File: src/rtl/core/mdw_pkg.sv
// ----------------------------------------------------------------------------
// mdw_pkg
// Shared types and constants of the maze walker: request codes, result
// actions, cell marks and the command and status bundles that pass between
// the controller and the datapath.
// ----------------------------------------------------------------------------
package mdw_pkg;

  // Default grid size in storage.
  localparam int MDW_MAX_ROWS_DEF = 32;
  localparam int MDW_MAX_COLS_DEF = 32;

  // Width used for grid dimension arithmetic (holds values up to 256 plus one).
  localparam int MDW_DIM_W = 10;

  // Reset value of both dimension registers.
  localparam logic [5:0] MDW_DIM_RESET = 6'd32;

  // Configuration register indexes.
  localparam logic MDW_CFG_COLS = 1'b0;
  localparam logic MDW_CFG_ROWS = 1'b1;

  // Request function codes.
  typedef enum logic [1:0] {
    FN_LOAD  = 2'd0,
    FN_START = 2'd1,
    FN_STEP  = 2'd2,
    FN_NONE  = 2'd3
  } func_t;

  // Result actions.
  typedef enum logic [1:0] {
    ACT_ACK   = 2'd0,
    ACT_FWD   = 2'd1,
    ACT_BACK  = 2'd2,
    ACT_STUCK = 2'd3
  } action_t;

  // Cell marks.
  typedef enum logic [1:0] {
    MARK_UNTESTED  = 2'd0,
    MARK_CHECKED   = 2'd1,
    MARK_VISITED   = 2'd2,
    MARK_DISCARDED = 2'd3
  } mark_t;

  // Directions in the order they are tried.
  localparam logic [1:0] DIR_TOP  = 2'd0;
  localparam logic [1:0] DIR_LEFT = 2'd3;

  // Commands from the controller to the datapath.
  typedef struct packed {
    logic    cap_item;    // capture the accepted request
    logic    clr_start;   // rewind the mark clearing address
    logic    clr_write;   // clear one mark entry and advance
    logic    load_walls;  // store the wall bits of the request cell
    logic    place;       // place the walker on the start cell
    logic    dir_clear;   // restart the direction search at top
    logic    probe;       // read walls and mark of the neighbor
    logic    dir_next;    // advance to the next direction
    logic    fwd_push;    // push current cell and mark it visited
    logic    fwd_enter;   // move onto the neighbor and mark it checked
    logic    bk_discard;  // discard current cell and read the stack top
    logic    bk_enter;    // move onto the popped cell and mark it checked
    logic    result;      // load the result register
    action_t act;         // action reported with the result
  } cmd_t;

  // Status from the datapath to the controller.
  typedef struct packed {
    func_t      func;         // function code of the captured request
    logic       clr_last;     // clearing address is at the last entry
    logic       nbr_in;       // neighbor lies inside the grid in use
    logic       probe_ok;     // probed neighbor can be entered
    logic [1:0] dir;          // direction under test
    logic       stack_empty;  // move stack holds nothing
    logic       out_free;     // result register can take a result
  } status_t;

endpackage

File: src/rtl/core/mdw_ctrl.sv
// ----------------------------------------------------------------------------
// mdw_ctrl
// Controller state machine of the maze walker. It sequences request
// capture, mark clearing, the neighbor search of a step and the writes of a
// forward move or a backtrack, and hands each result to the datapath.
// ----------------------------------------------------------------------------
module mdw_ctrl (
  input  logic            clk,
  input  logic            rst_n,
  input  logic            in_valid,
  output logic            in_stall,
  input  mdw_pkg::status_t sts,
  output mdw_pkg::cmd_t   cmd
);
  import mdw_pkg::*;

  typedef enum logic [3:0] {
    S_CLR_RST,
    S_IDLE,
    S_DECODE,
    S_CLR_RUN,
    S_PLACE,
    S_PROBE,
    S_CHECK,
    S_FWD_PUSH,
    S_FWD_ENTER,
    S_NOMOVE,
    S_BK_ENTER,
    S_FIN
  } state_t;

  state_t  state_r, state_nxt;
  action_t act_r, act_nxt;

  // Requests are taken only while idle.
  assign in_stall = (state_r != S_IDLE);

  // Next state and command decode.
  always_comb begin
    state_nxt = state_r;
    act_nxt   = act_r;
    cmd       = '0;
    cmd.act   = act_r;
    case (state_r)
      S_CLR_RST: begin
        cmd.clr_write = 1'b1;
        if (sts.clr_last) state_nxt = S_IDLE;
      end
      S_IDLE: begin
        if (in_valid) begin
          cmd.cap_item = 1'b1;
          state_nxt    = S_DECODE;
        end
      end
      S_DECODE: begin
        act_nxt = ACT_ACK;
        case (sts.func)
          FN_LOAD: begin
            cmd.load_walls = 1'b1;
            state_nxt      = S_FIN;
          end
          FN_START: begin
            cmd.clr_start = 1'b1;
            state_nxt     = S_CLR_RUN;
          end
          FN_STEP: begin
            cmd.dir_clear = 1'b1;
            state_nxt     = S_PROBE;
          end
          default: state_nxt = S_FIN;
        endcase
      end
      S_CLR_RUN: begin
        cmd.clr_write = 1'b1;
        if (sts.clr_last) state_nxt = S_PLACE;
      end
      S_PLACE: begin
        cmd.place = 1'b1;
        state_nxt = S_FIN;
      end
      S_PROBE: begin
        if (sts.nbr_in) begin
          cmd.probe = 1'b1;
          state_nxt = S_CHECK;
        end else if (sts.dir == DIR_LEFT) begin
          state_nxt = S_NOMOVE;
        end else begin
          cmd.dir_next = 1'b1;
        end
      end
      S_CHECK: begin
        if (sts.probe_ok) begin
          state_nxt = S_FWD_PUSH;
        end else if (sts.dir == DIR_LEFT) begin
          state_nxt = S_NOMOVE;
        end else begin
          cmd.dir_next = 1'b1;
          state_nxt    = S_PROBE;
        end
      end
      S_FWD_PUSH: begin
        cmd.fwd_push = 1'b1;
        state_nxt    = S_FWD_ENTER;
      end
      S_FWD_ENTER: begin
        cmd.fwd_enter = 1'b1;
        act_nxt       = ACT_FWD;
        state_nxt     = S_FIN;
      end
      S_NOMOVE: begin
        if (sts.stack_empty) begin
          act_nxt   = ACT_STUCK;
          state_nxt = S_FIN;
        end else begin
          cmd.bk_discard = 1'b1;
          state_nxt      = S_BK_ENTER;
        end
      end
      S_BK_ENTER: begin
        cmd.bk_enter = 1'b1;
        act_nxt      = ACT_BACK;
        state_nxt    = S_FIN;
      end
      S_FIN: begin
        if (sts.out_free) begin
          cmd.result = 1'b1;
          state_nxt  = S_IDLE;
        end
      end
      default: state_nxt = S_IDLE;
    endcase
  end

  // State and registered action.
  always_ff @(posedge clk) begin
    if (!rst_n) begin
      state_r <= S_CLR_RST;
      act_r   <= ACT_ACK;
    end else begin
      state_r <= state_nxt;
      act_r   <= act_nxt;
    end
  end

endmodule

File: config.mk
export PLATFORM = sky130hd
export DESIGN_NAME = mdw_ctrl
export DESIGN_NICKNAME = d
export VERILOG_FILES = /design/src/rtl/core/mdw_pkg.sv /design/src/rtl/core/mdw_ctrl.sv
export SDC_FILE = /design/constraint.sdc
export NUM_CORES = 1
export LEC_CHECK = 0
export ABC_AREA = 1
export BUFFER_PORTS_ARGS = -buffer_cell sky130_fd_sc_hd__buf_4
export CELL_PAD_IN_SITES_DETAIL_PLACEMENT = 1
export CELL_PAD_IN_SITES_GLOBAL_PLACEMENT = 1
export CORE_MARGIN = 5
export CORE_UTILIZATION = 33
export DETAILED_ROUTE_END_ITERATION = 10
export PLACE_DENSITY_LB_ADDON = 0.1
export REMOVE_ABC_BUFFERS = 1
export SKIP_LAST_GASP = 1
export SYNTH_ARGS = -nofsm -noshare
export SYNTH_HDL_FRONTEND = slang
export SYNTH_SLANG_ARGS = --single-unit
File: constraint.sdc
create_clock -name clk -period 3.7 [get_ports clk]
set_input_delay 0.37 -clock clk [delete_from_list [all_inputs] [get_ports clk]]
set_output_delay 0.37 -clock clk [all_outputs]
set_load 0.01 [all_outputs]
== Yosys cells after proc, flatten, opt, wreduce, memory -nomap -nowiden ==
Index checks and enable logic that the tools add are counted.

* Register bits: 6
* Output and inout port bits: 16
* Word-level logic and storage cells: 66

* Equality and inequality tests: 21
* Mux-type cells: 36
* Reduce and logical (&&, ||, !) cells: 7

{| class="wikitable"
|+ Operators with widths
! cell !! count
|-
| case mux 4 bit (10 select lines) || 1
|-
| two-way mux 4 bit || 8
|-
| two-way mux 1 bit || 23
|-
| equality test 4 x 3 -> 1 bit (second input constant) || 4
|-
| equality test 4 bit (second input constant) || 4
|-
| != test 2 bit (second input constant) || 5
|-
| equality test 4 x 2 -> 1 bit (second input constant) || 2
|-
| case mux 2 bit (4 select lines) || 1
|-
| case mux 4 bit (2 select lines) || 1
|-
| AND reduction 5 bit || 1
|-
| equality test 2 bit (second input constant) || 2
|-
| equality test 4 x 1 -> 1 bit (second input constant) || 1
|-
| zero test 4 bit || 1
|-
| != test 4 x 1 -> 1 bit (second input constant) || 1
|-
| nonzero test 4 bit || 1
|-
| != test 3 bit (second input constant) || 1
|-
| OR reduction 3 bit || 1
|-
| equality test 2 x 1 -> 1 bit (second input constant) || 1
|-
| zero test 2 bit || 1
|-
| two-way mux 2 bit || 1
|-
| case mux 1 bit (2 select lines) || 1
|-
| AND reduction 2 bit || 1
|-
| OR reduction 2 bit || 1
|}

== Longest topological paths before layout ==
Gate-level depths: netlist of the first run.

* Depth in word-level cells: 4
* Depth in mapped cells: 9
* Mapped depth without buffers: 9

== Worst setup path after synthesis of the first run ==
No wires, ideal clock.

* Path type: register -> output
* Start point: reg state_r[1]
* End point: out cmd[7] (netlist bit)
* Arrival: 1.114 ns
* Data required time: 3.330 ns
* Path slack: 2.216 ns
* Cell stages (with the launch flop): 5
* Buffers on the path: 0
* Cells stage by stage: dfxtp_1 > inv_2 > nor2_4 > nand2_1 > o31ai_1

{| class="wikitable"
|+ RTL lines
! item !! RTL line !! source
|-
| from (decl) || mdw_ctrl.sv:32 || <nowiki>state_t state_r, state_nxt;</nowiki>
|-
| from (signal assigned) || mdw_ctrl.sv:140 || <nowiki>state_r <= state_nxt;</nowiki>
|-
| to (decl) || mdw_ctrl.sv:13 || <nowiki>output mdw_pkg::cmd_t cmd</nowiki>
|}

==> metrics.md, run 1 <==
| Metric | Value |
|---|---|
| Status | `completed` |
| Die area | `3150 sq um` |
| GPL Wtd Cong | `0.859` |
| Post-detail-place hpwl | `1890 um` |
| Flops & latches, synth | `6` |
| Layout cells sized above 1 | `31.2%` |
| WL met2 | `a little over 1000 um` |
| Worst Path Arrival | `1.51 ns` |
| Slew margin rel. | `78.0%` |
| Post-synth top area cell | `dfxtp_1` |
| Asr flop ratio synth | `0%` |
| Post-CTS Resized | `0` |
| Clock buffer depth | `2` |
| Number of hold buffers added after cts | `0` |
| CTS Root Cell | `clkbuf_4` |
| Post-Route WL | `2170 um` |
| Antenna violations before repair | `0` |
| Final worst slack | `1.82 ns` |
| WHS | `0.400 ns` |
| H-Tree Depth | `1` |
| Via density | `between 4 and 5` |
| Nets | `between 150 and 200` |
| DR top layer | `met4` |
| TritonCTS clock tree | `built` |
| TritonRoute pass-1 iters | `4` |
| Drt drc | `0` |
| Die X | `56.1 um` |
| Clk sink count | `6` |
| Worst Tran Pin Value | `roughly 0.33 ns` |
| Via count | `838` |
| Cells after synthesis | `124` |
| Post-synth cell types | `18` |
| Post-Place Cells | `approximately 180` |
| Clock power share | `11.4%` |
| Final setup violation count | `0` |
| Syn-to-layout area delta | `36.9%` |
| Crit Path Category | `reg -> out` |
| Total setup buffers inserted after CTS | `0` |
| Layout fillers | `287` |
| Final hold vios | `0` |
| Sequential Power Share | `22.5%` |
| Place WS | `2.09 ns` |
| Final Non-Filler Cells | `181` |
| WL met1 | `1010 um` |
| Placed cell area | `around 940 sq um` |
| Gr ovfl total | `0` |
| Leakage Power | `0.000554 uW` |
| Port Buffers | `27` |
| Initial Util | `35.1%` |
| Global-route wire length before repair | `3660 um` |
| DRT iter0 DRCs | `6` |
| Layout Skew | `approximately 0.0021 ns` |
| Top FF cell, synth | `dfxtp_1` |
| Most common library cells after synthesis | `nand2_1, nor2_1, inv_1, nand3_1, dfxtp_1` |
| Setup TNS Final | `0 ns` |
| CTS buffer count | `3` |
| Reg clk slew, reported paths | `0.05 ns` |
| Met3 WL post-DR | `106 um` |
| Post-layout instance area | `961 sq um` |
| P per Cell Area | `565 nW/um^2` |
| Switch share | `52.4%` |
| IO Pins | `28` |
| Crit share post-route | `50.9%` |
| Psw | `284 uW` |
| Pins Over Slew Limit | `0` |
| RSZ-0062 raised after global routing | `false` |
| Num rows | `16` |
| CP startpoint kind | `flip-flop` |
| Clock Latency Late Sink | `0.25 ns` |
| Critical path required time | `3.33 ns` |
| Die H | `56.1 um` |
| Most common cell in the netlist | `nand2_1` |
| Fin crit period | `~1.9 ns` |
| N_diodes | `0` |
| EDFF count, synth | `0` |
| Synth Cell Area | `702 sq um` |
| Routed WL per cell | `12.0 um` |
| Internal power | `258 uW` |
| Vias in the first global route | `approximately 830` |
| Overall global routing resource usage | `14.3%` |
| CP Max Fanout | `7` |
| Register area share after synthesis | `17.1%` |
| Largest net degree at the start of global routing | `8` |
| Min-Delay Path Class | `in -> reg` |
| Combinational fraction of design power | `between 60% and 70%` |
| Top-area cell type share of the netlist area | `17.1%` |
| Largest cells by area after synthesis | `dfxtp_1, nand2_1, nor2_1, inv_1, nor2_4` |
| Number of routed nets with antenna violations | `0` |
| Core area | `2000 sq um` |
| Mean post-synth cell area | `roughly 5.7 sq um` |
| Crit. End Element | `primary output` |
| Max cap viols | `0` |
| Synth warn | `0` |
| Worst VDD drop | `between 300 and 400 uV` |
| Achievable Freq | `531 MHz` |
## cell usage in the layout (no fill, tap or decap)
| cell type | Yosys | final |
|---|---|---|
| nand2_1 | 28 | 28 |
| nor2_1 | 24 | 24 |
| nand3_1 | 9 | 9 |
| o21ai_0 | 4 | 4 |
| ha_1 | 4 | 4 |
| nand3_2 | 2 | 2 |
| nand4_1 | 1 | 1 |
| inv_1 | 22 | 22 |
| dfxtp_1 | 6 | 6 |
| a21oi_1 | 4 | 4 |
| o211ai_1 | 1 | 1 |
| nand2_2 | 5 | 5 |
| buf_4 | 0 | 27 |
| inv_2 | 4 | 4 |
| nor2_4 | 5 | 5 |
| nor2_2 | 2 | 2 |
| o31ai_1 | 1 | 1 |
| nor3_1 | 1 | 1 |
| clkbuf_4 | 0 | 3 |
| nand3b_1 | 1 | 1 |
## routing by layer
layer | vias to the layer above | global-route usage, %
li1 | 437 | -
met1 | 377 | 18.5
met2 | 19 | 23.9
met3 | 5 | 2.78
met4 | 0 | 4.07
met5 | - | 0
## layout make-up
cell class / instances / area [sq um] / area share, %
Clock buffer: 3 / 22.5 / 2.34
Sequential cell: 6 / 120 / 12.5
Tap cell: 27 / 33.8 / 3.52
Multi-Input combinational cell: 92 / 484 / 50.4
Inverter: 26 / 97.6 / 10.2
Timing Repair Buffer: 27 / 203 / 21.1
## through the flow
stage / total power [uW] / utilization (%)
5_1_grt: 594 / 48.0
6_report: 543 / 48.0
3_5_place_dp: 482 / 46.9
3_3_place_gp: 473 / 46.9
2_1_floorplan: 352 / -
4_1_cts: 544 / 48.0
## power by group through the flow
stage          clock [uW]  combinational [uW]  sequential (uW)
6_report             61.8                 359              122
5_1_grt              65.8                 402              126
4_1_cts              61.1                 362              121
3_5_place_dp            0                 360              122
3_3_place_gp            0                 353              120
2_1_floorplan           0                 232              120
## critical path, stage by stage, from the launching register on
cell and delay, ns:
dfxtp_1 0.51, inv_2 0.12, nor2_4 0.17, nand2_1 0.11, o31ai_1 0.20, buf_4 0.16
## worst paths after layout
| path | from | end | slack, ns | depth (start not counted) |
|---|---|---|---|---|
| setup / recovery | state_r[1] | cmd[7] | 1.82 | 5 |
| setup reg to reg | state_r[1] | state_r[0] | 2.17 | 8 |
| hold reg to reg | act_r[0] | act_r[0] | 0.47 | 2 |
| hold / removal | rst_n | act_r[1] | 0.40 | 3 |
## sequential cells by signal, summed over array words and instances, names as in the netlist
| signal | count |
|---|---|
| act_r | 2 |
| state_r | 4 |
## cell families after synthesis
logic type / share of synthesized area [%]
AO/OA/AOI/OAI: 7.84
adder cells (fa/ha/maj): 7.13
AND/OR/NAND/NOR: 54.0
buffers and inverters: 13.9
flip-flops: 17.1
(Power assumes the default switching activity.)
==> run 2: changes to the inputs <==
CORE_UTILIZATION = 30   (was 33)
clock period = 1.8 ns   (was 3.7 ns; I/O delays follow)
==> run 2 against run 1 <==
  * Setup slack worse by 1.7 ns
  * Critical path type unchanged
  * Combinational power is 98% higher
  * Worst hold slack worse by 0.19 ns
  * Die area is 8.2% higher
  * Critical endpoint unchanged
  * Clock skew is 0.0011 ns higher
  * Global-route usage is 1.9 points lower
  * Clock power is 94% higher
  * Total power is 100% higher
  * Sequential share of layout area is 0.097 points higher
  * Sequential power is 110% higher
  * Largest power group unchanged
==> metrics.md, run 2 (same netlist as run 1, synthesis figures left out) <==
| Metric | Value |
|---|---|
| Drt drc | `0` |
| Post-Route WL | `2020 um` |
| Number of routed nets with antenna violations | `0` |
| Global-route wire length before repair | `3350 um` |
| R2r startpoint | `state_r[3]` |
| Crit-path slowest cell | `dfxtp_1` |
| Post-detail-place hpwl | `1780 um` |
| Num rows | `17` |
| Critical path required time | `around 1.6 ns` |
| Leakage Power | `0.000554 uW` |
| Total setup buffers inserted after CTS | `0` |
| TritonCTS clock tree | `built` |
| Routed WL per cell | `11.1 um` |
| Most common cell after layout, fill and taps aside | `nand2_1` |
| Clock Latency Late Sink | `0.24 ns` |
| Layout Skew | `roughly 0.0032 ns` |
| Vias in the first global route | `796` |
| Final design utilization | `43.1%` |
| Crit. End Element | `primary output` |
| CTS Root Cell | `clkbuf_4` |
| Worst VDD drop | `about 600 uV` |
| Layout cells sized above 1 | `a little under a third` |
| Max cap viols | `0` |
| Nets | `about 170` |
| Setup TNS Final | `0 ns` |
| Pins Over Slew Limit | `0` |
| Worst R2R Setup Slack | `0.42 ns` |
| Via count | `813` |
| N_diodes | `0` |
| Port Buffers | `27` |
| P per Cell Area | `~1100 nW/um^2` |
| Antenna violations before repair | `0` |
| Largest stage delay on the critical path | `0.50 ns` |
| Reg2reg path depth | `8` |
| Largest reg by FF count | `state_r` |
| TritonRoute pass-1 iters | `4` |
| Die X | `between 50 and 60 um` |
| Multi-input gate area | `484 sq um` |
| Number of hold buffers added after cts | `0` |
| Max reg flops | `4` |
| Hold_sp | `rst_n` |
| GPL Wtd Cong | `0.798` |
| RR Endpoint | `state_r[1]` |
| CTS buffer count | `3` |
| H-Tree Depth | `1` |
| Status | `completed` |
| Core area | `2230 sq um` |
| Gr ovfl total | `0` |
| Die area | `3410 sq um` |
| Clock buffer depth | `2` |
| Fin crit period | `between 1.5 and 2 ns` |
| Min-Delay Path Class | `in -> reg` |
| Syn-to-layout area delta | `37.3%` |
| Largest regs | `state_r (4), act_r (2)` |
| Largest net degree at the start of global routing | `8` |
| Clk sink count | `6` |
| Worst Path Arrival | `around 1.5 ns` |
| RSZ-0062 raised after global routing | `false` |
| Hold Path End | `act_r[1]` |
| FF/Latch Area | `around 120 sq um` |
| Post-CTS Resized | `0` |
| Critical-path cell list | `inv_2 > nor2_4 > nand2_1 > o31ai_1 > buf_4` |
| Via density | `4.47` |
| Final hold vios | `0` |
| Crit share post-route | `92.3%` |
| IO Pins | `28` |
| CP Max Fanout | `6` |
| Commonest cells after routing, fill and taps aside | `nand2_1, buf_4, nor2_1` |
| Die H | `58.4 um` |
| Achievable Freq | `602 MHz` |
| Final setup violation count | `0` |
| Crit Path Category | `reg -> out` |
| Slew margin rel. | `between 70% and 80%` |
| Layout fillers | `329` |
| DRT iter0 DRCs | `11` |
| CP startpoint kind | `flip-flop` |
| Overall global routing resource usage | `12.4%` |
| Hold-critical path depth | `3` |
| Worst Tran Pin Value | `approximately 0.32 ns` |
| Reg clk slew, reported paths | `around 0.040 ns` |
| Initial Util | `31.4%` |
run 2: cell types whose count changed in the layout (fill, tap and decap cells not counted):
cell,previous run,this run
dfxtp_1,6,5
dfxtp_2,0,1
run 2: stage by stage:
stage                     total power [uW]  cell area, sq um  hold slack, ns  setup WS, ns  cells
after floorplan                        723               702           0.316         0.506    124
after global placement                 965               940           0.456         0.405    179
after detailed placement               972               940           0.461         0.358    179
after CTS                             1100               962           0.206         0.101    182
after global routing                  1210               963           0.222        0.0539    182
final                                 1090               963           0.207         0.139    182
run 2: how the worst max path moves through the flow:
stage	from	to	slack (ns)
after detailed placement	state_r[1]	cmd[7]	0.36
after global placement	state_r[2]	cmd[7]	0.41
after global routing	state_r[2]	cmd[7]	0.05
after CTS	state_r[1]	cmd[7]	0.10
final	state_r[2]	cmd[7]	0.14
after floorplan	state_r[1]	cmd[7]	0.51
run 2: power breakdown:
group	switching, uW	internal (uW)	total [uW]
logic	433	278	711
clock network	44.4	75.1	120
registers	74.1	181	255
run 2: worst max-delay path, delay by kind of cell (launching register included):
family / cells / cell delay, ns
flip-flops: 1 / 0.50
AND/OR/NAND/NOR: 2 / 0.28
buffers and inverters: 2 / 0.25
AO/OA/AOI/OAI: 1 / 0.20
run 2: layer usage:
| layer | up-vias | track usage, % | wire (um) |
|---|---|---|---|
| met1 | 360 | 17.5 | 1040 |
| li1 | 440 | - | - |
| met2 | 13 | 19.9 | 919 |
| met3 | 0 | 1.10 | 68 |
| met5 | - | 0 | 0 |
| met4 | 0 | 3.97 | 0 |
run 2: cell type report:
class                   instances  share of cell area (%)
flip-flops and latches          6                    12.6
repair buffers                 27                    21.0
well taps                      28                    3.64
inverters                      26                    10.1
clock buffers                   3                    2.34
multi-input cells              92                    50.3
==> run 3: changes to the inputs <==
PLACE_DENSITY = 0.83   (was default)
PLACE_DENSITY_LB_ADDON = default   (was 0.1)
==> run 3 against run 2 <==
  * Via count grew 6.8%
  * Flip-flop and latch count unchanged
  * Worst hold slack got worse by 0.0046 ns
  * Clock skew down 0.0020 ns
  * First-iteration DRC count shrank 18%
  * Register-to-register slack lost 0.05 ns
  * Maximum frequency fell by 0.22%
  * Non-clock buffer count stayed put
  * Die area unchanged
==> metrics.md, run 3 (same netlist as run 1, synthesis figures left out) <==
| Metric | Value |
|---|---|
| Status | `completed` |
| Clock Latency Late Sink | `0.25 ns` |
| Commonest cells after routing, fill and taps aside | `nand2_1, buf_4, nor2_1` |
| Crit Path Category | `reg -> out` |
| CP startpoint | `state_r[2]` |
| Crit path max-delay family | `flip-flops` |
| Via density | `approximately 4.8` |
| N_diodes | `0` |
| Largest net degree at the start of global routing | `8` |
| Clock buffer depth | `2` |
| CTS Root Cell | `clkbuf_4` |
| Most common cell after layout, fill and taps aside | `nand2_1` |
| RR Endpoint | `state_r[2]` |
| Num rows | `17` |
| Clock power share | `11.4%` |
| Achievable Freq | `601 MHz` |
| CTS buffer count | `3` |
| Worst R2R Setup Slack | `0.37 ns` |
| Setup TNS Final | `0 ns` |
| Psw | `577 uW` |
| Routed WL per cell | `~12 um` |
| Pins Over Slew Limit | `0` |
| Largest regs | `state_r (4), act_r (2)` |
| Internal power | `roughly 530 uW` |
| Final setup violation count | `0` |
| R2r startpoint | `state_r[3]` |
| Worst setup endpoint | `cmd[7]` |
| CP Max Fanout | `6` |
| Critical-path cell list | `inv_2 > nor2_4 > nand2_1 > o31ai_1 > buf_4` |
| Critical path required time | `1.62 ns` |
| Final worst slack | `around 0.13 ns` |
| Drt drc | `0` |
| Antenna violations before repair | `0` |
| Place WS | `0.381 ns` |
| Crit. End Element | `primary output` |
| Die X | `58.4 um` |
| Overall global routing resource usage | `14.1%` |
| Via count | `868` |
| TritonRoute pass-1 iters | `4` |
| TritonCTS clock tree | `built` |
| Worst VDD drop | `663 uV` |
| DRT iter0 DRCs | `9` |
| Largest reg by FF count | `state_r` |
| Reg clk slew, reported paths | `0.04 ns` |
| Worst Tran Pin Value | `0.320 ns` |
| Number of buffers and inverters on the critical path | `2` |
| Clk sink count | `6` |
| Combinational fraction of design power | `65.7%` |
| Crit-path slowest cell | `dfxtp_1` |
| Port Buffers | `27` |
| Post-detail-place hpwl | `1940 um` |
| IO Pins | `28` |
| Crit share post-route | `92.5%` |
| Switch share | `51.9%` |
| Largest stage delay on the critical path | `0.48 ns` |
| Initial Util | `31.4%` |
| Worst Path Arrival | `1.49 ns` |
| Vias in the first global route | `872` |
| Multi-input gate area | `484 sq um` |
| RSZ-0062 raised after global routing | `false` |
| Die area | `3410 sq um` |
| Min-Delay Path Class | `in -> reg` |
| Core area | `2230 sq um` |
| CP Depth | `5` |
| GPL Wtd Cong | `0.877` |
| Hold-critical path depth | `3` |
| FF/Latch Area | `around 120 sq um` |
| Post-Route WL | `between 2000 and 2500 um` |
| P per Cell Area | `~1200 nW/um^2` |
| Layout fillers | `between 300 and 400` |
| Reg2reg path depth | `8` |
| Slew margin rel. | `between 70% and 80%` |
| Total setup buffers inserted after CTS | `0` |
| Nets | `~170` |
| Layout Skew | `0.00116 ns` |
| Global-route wire length before repair | `3720 um` |
| H-Tree Depth | `1` |
| CP startpoint kind | `flip-flop` |
| Leakage Power | `roughly 0.00055 uW` |
| Layout cells sized above 1 | `about a third` |
| Max cap viols | `0` |
| Die H | `58.4 um` |
| Number of routed nets with antenna violations | `0` |
| Final hold vios | `0` |
| Syn-to-layout area delta | `37.3%` |
| Max reg flops | `4` |
| Sequential Power Share | `22.9%` |
| Gr ovfl total | `0` |
| Fin crit period | `1.67 ns` |
[run 3: area by class of cell]
type                            count  share of cell area [%]
Tap cell                           28                    3.64
Inverter                           26                    10.1
Sequential cell                     6                    12.6
Clock buffer                        3                    2.34
Timing Repair Buffer               27                    21.0
Multi-Input combinational cell     92                    50.3
[run 3: through the flow]
stage | hold slack (ns) | cell area (sq um) | cells | util (%) | total power, uW
after global routing | 0.199 | 963 | 182 | 43.1 | 1230
final | 0.203 | 963 | 182 | 43.1 | 1110
after detailed placement | 0.463 | 940 | 179 | 42.1 | 987
after floorplan | 0.316 | 702 | 124 | - | 723
after global placement | 0.454 | 940 | 179 | 42.1 | 954
after CTS | 0.198 | 962 | 182 | 43.1 | 1130
[run 3: how the worst min path moves through the flow]
stage               startpoint         end  slack [ns]
floorplan                rst_n    act_r[1]        0.32
global placement         rst_n  state_r[0]        0.45
detailed placement       rst_n  state_r[0]        0.46
CTS                      rst_n  state_r[0]        0.20
global route             rst_n  state_r[0]        0.20
finish                   rst_n  state_r[0]        0.20
[run 3: what timing repair did]
| action | CTS | global route |
|---|---|---|
| setup endpoints to repair | 0 | 1 |
| hold buffers | 0 | 0 |
| gates resized for setup | 0 | 1 |
| endpoints found under the hold margin | 0 | 0 |
[run 3: worst register-to-register path: stages (launching register included)]
cell and delay [ns]:
dfxtp_1 0.50, inv_2 0.12, nand2_1 0.08, nor2_1 0.05
nand2_1 0.14, nand3_1 0.11, nor2_2 0.15, nand2_1 0.08
a21oi_1 0.14
[run 3: power by group through the flow]
stage                     sequential, uW  combinational (uW)  clock, uW
after CTS                            253                 743        134
after global routing                 264                 827        140
after detailed placement             253                 734          0
after floorplan                      247                 476          0
final                                254                 730        127
after global placement               245                 709          0
[run 3: per-layer routing]
metal | vias to the layer above | global-route usage, % | part of all wire, %
li1 | 438 | - | -
met1 | 409 | 17.2 | 44
met5 | - | 0 | 0
met2 | 15 | 23.4 | 50
met4 | 0 | 8.28 | 2.6
met3 | 6 | 2.19 | 2.8
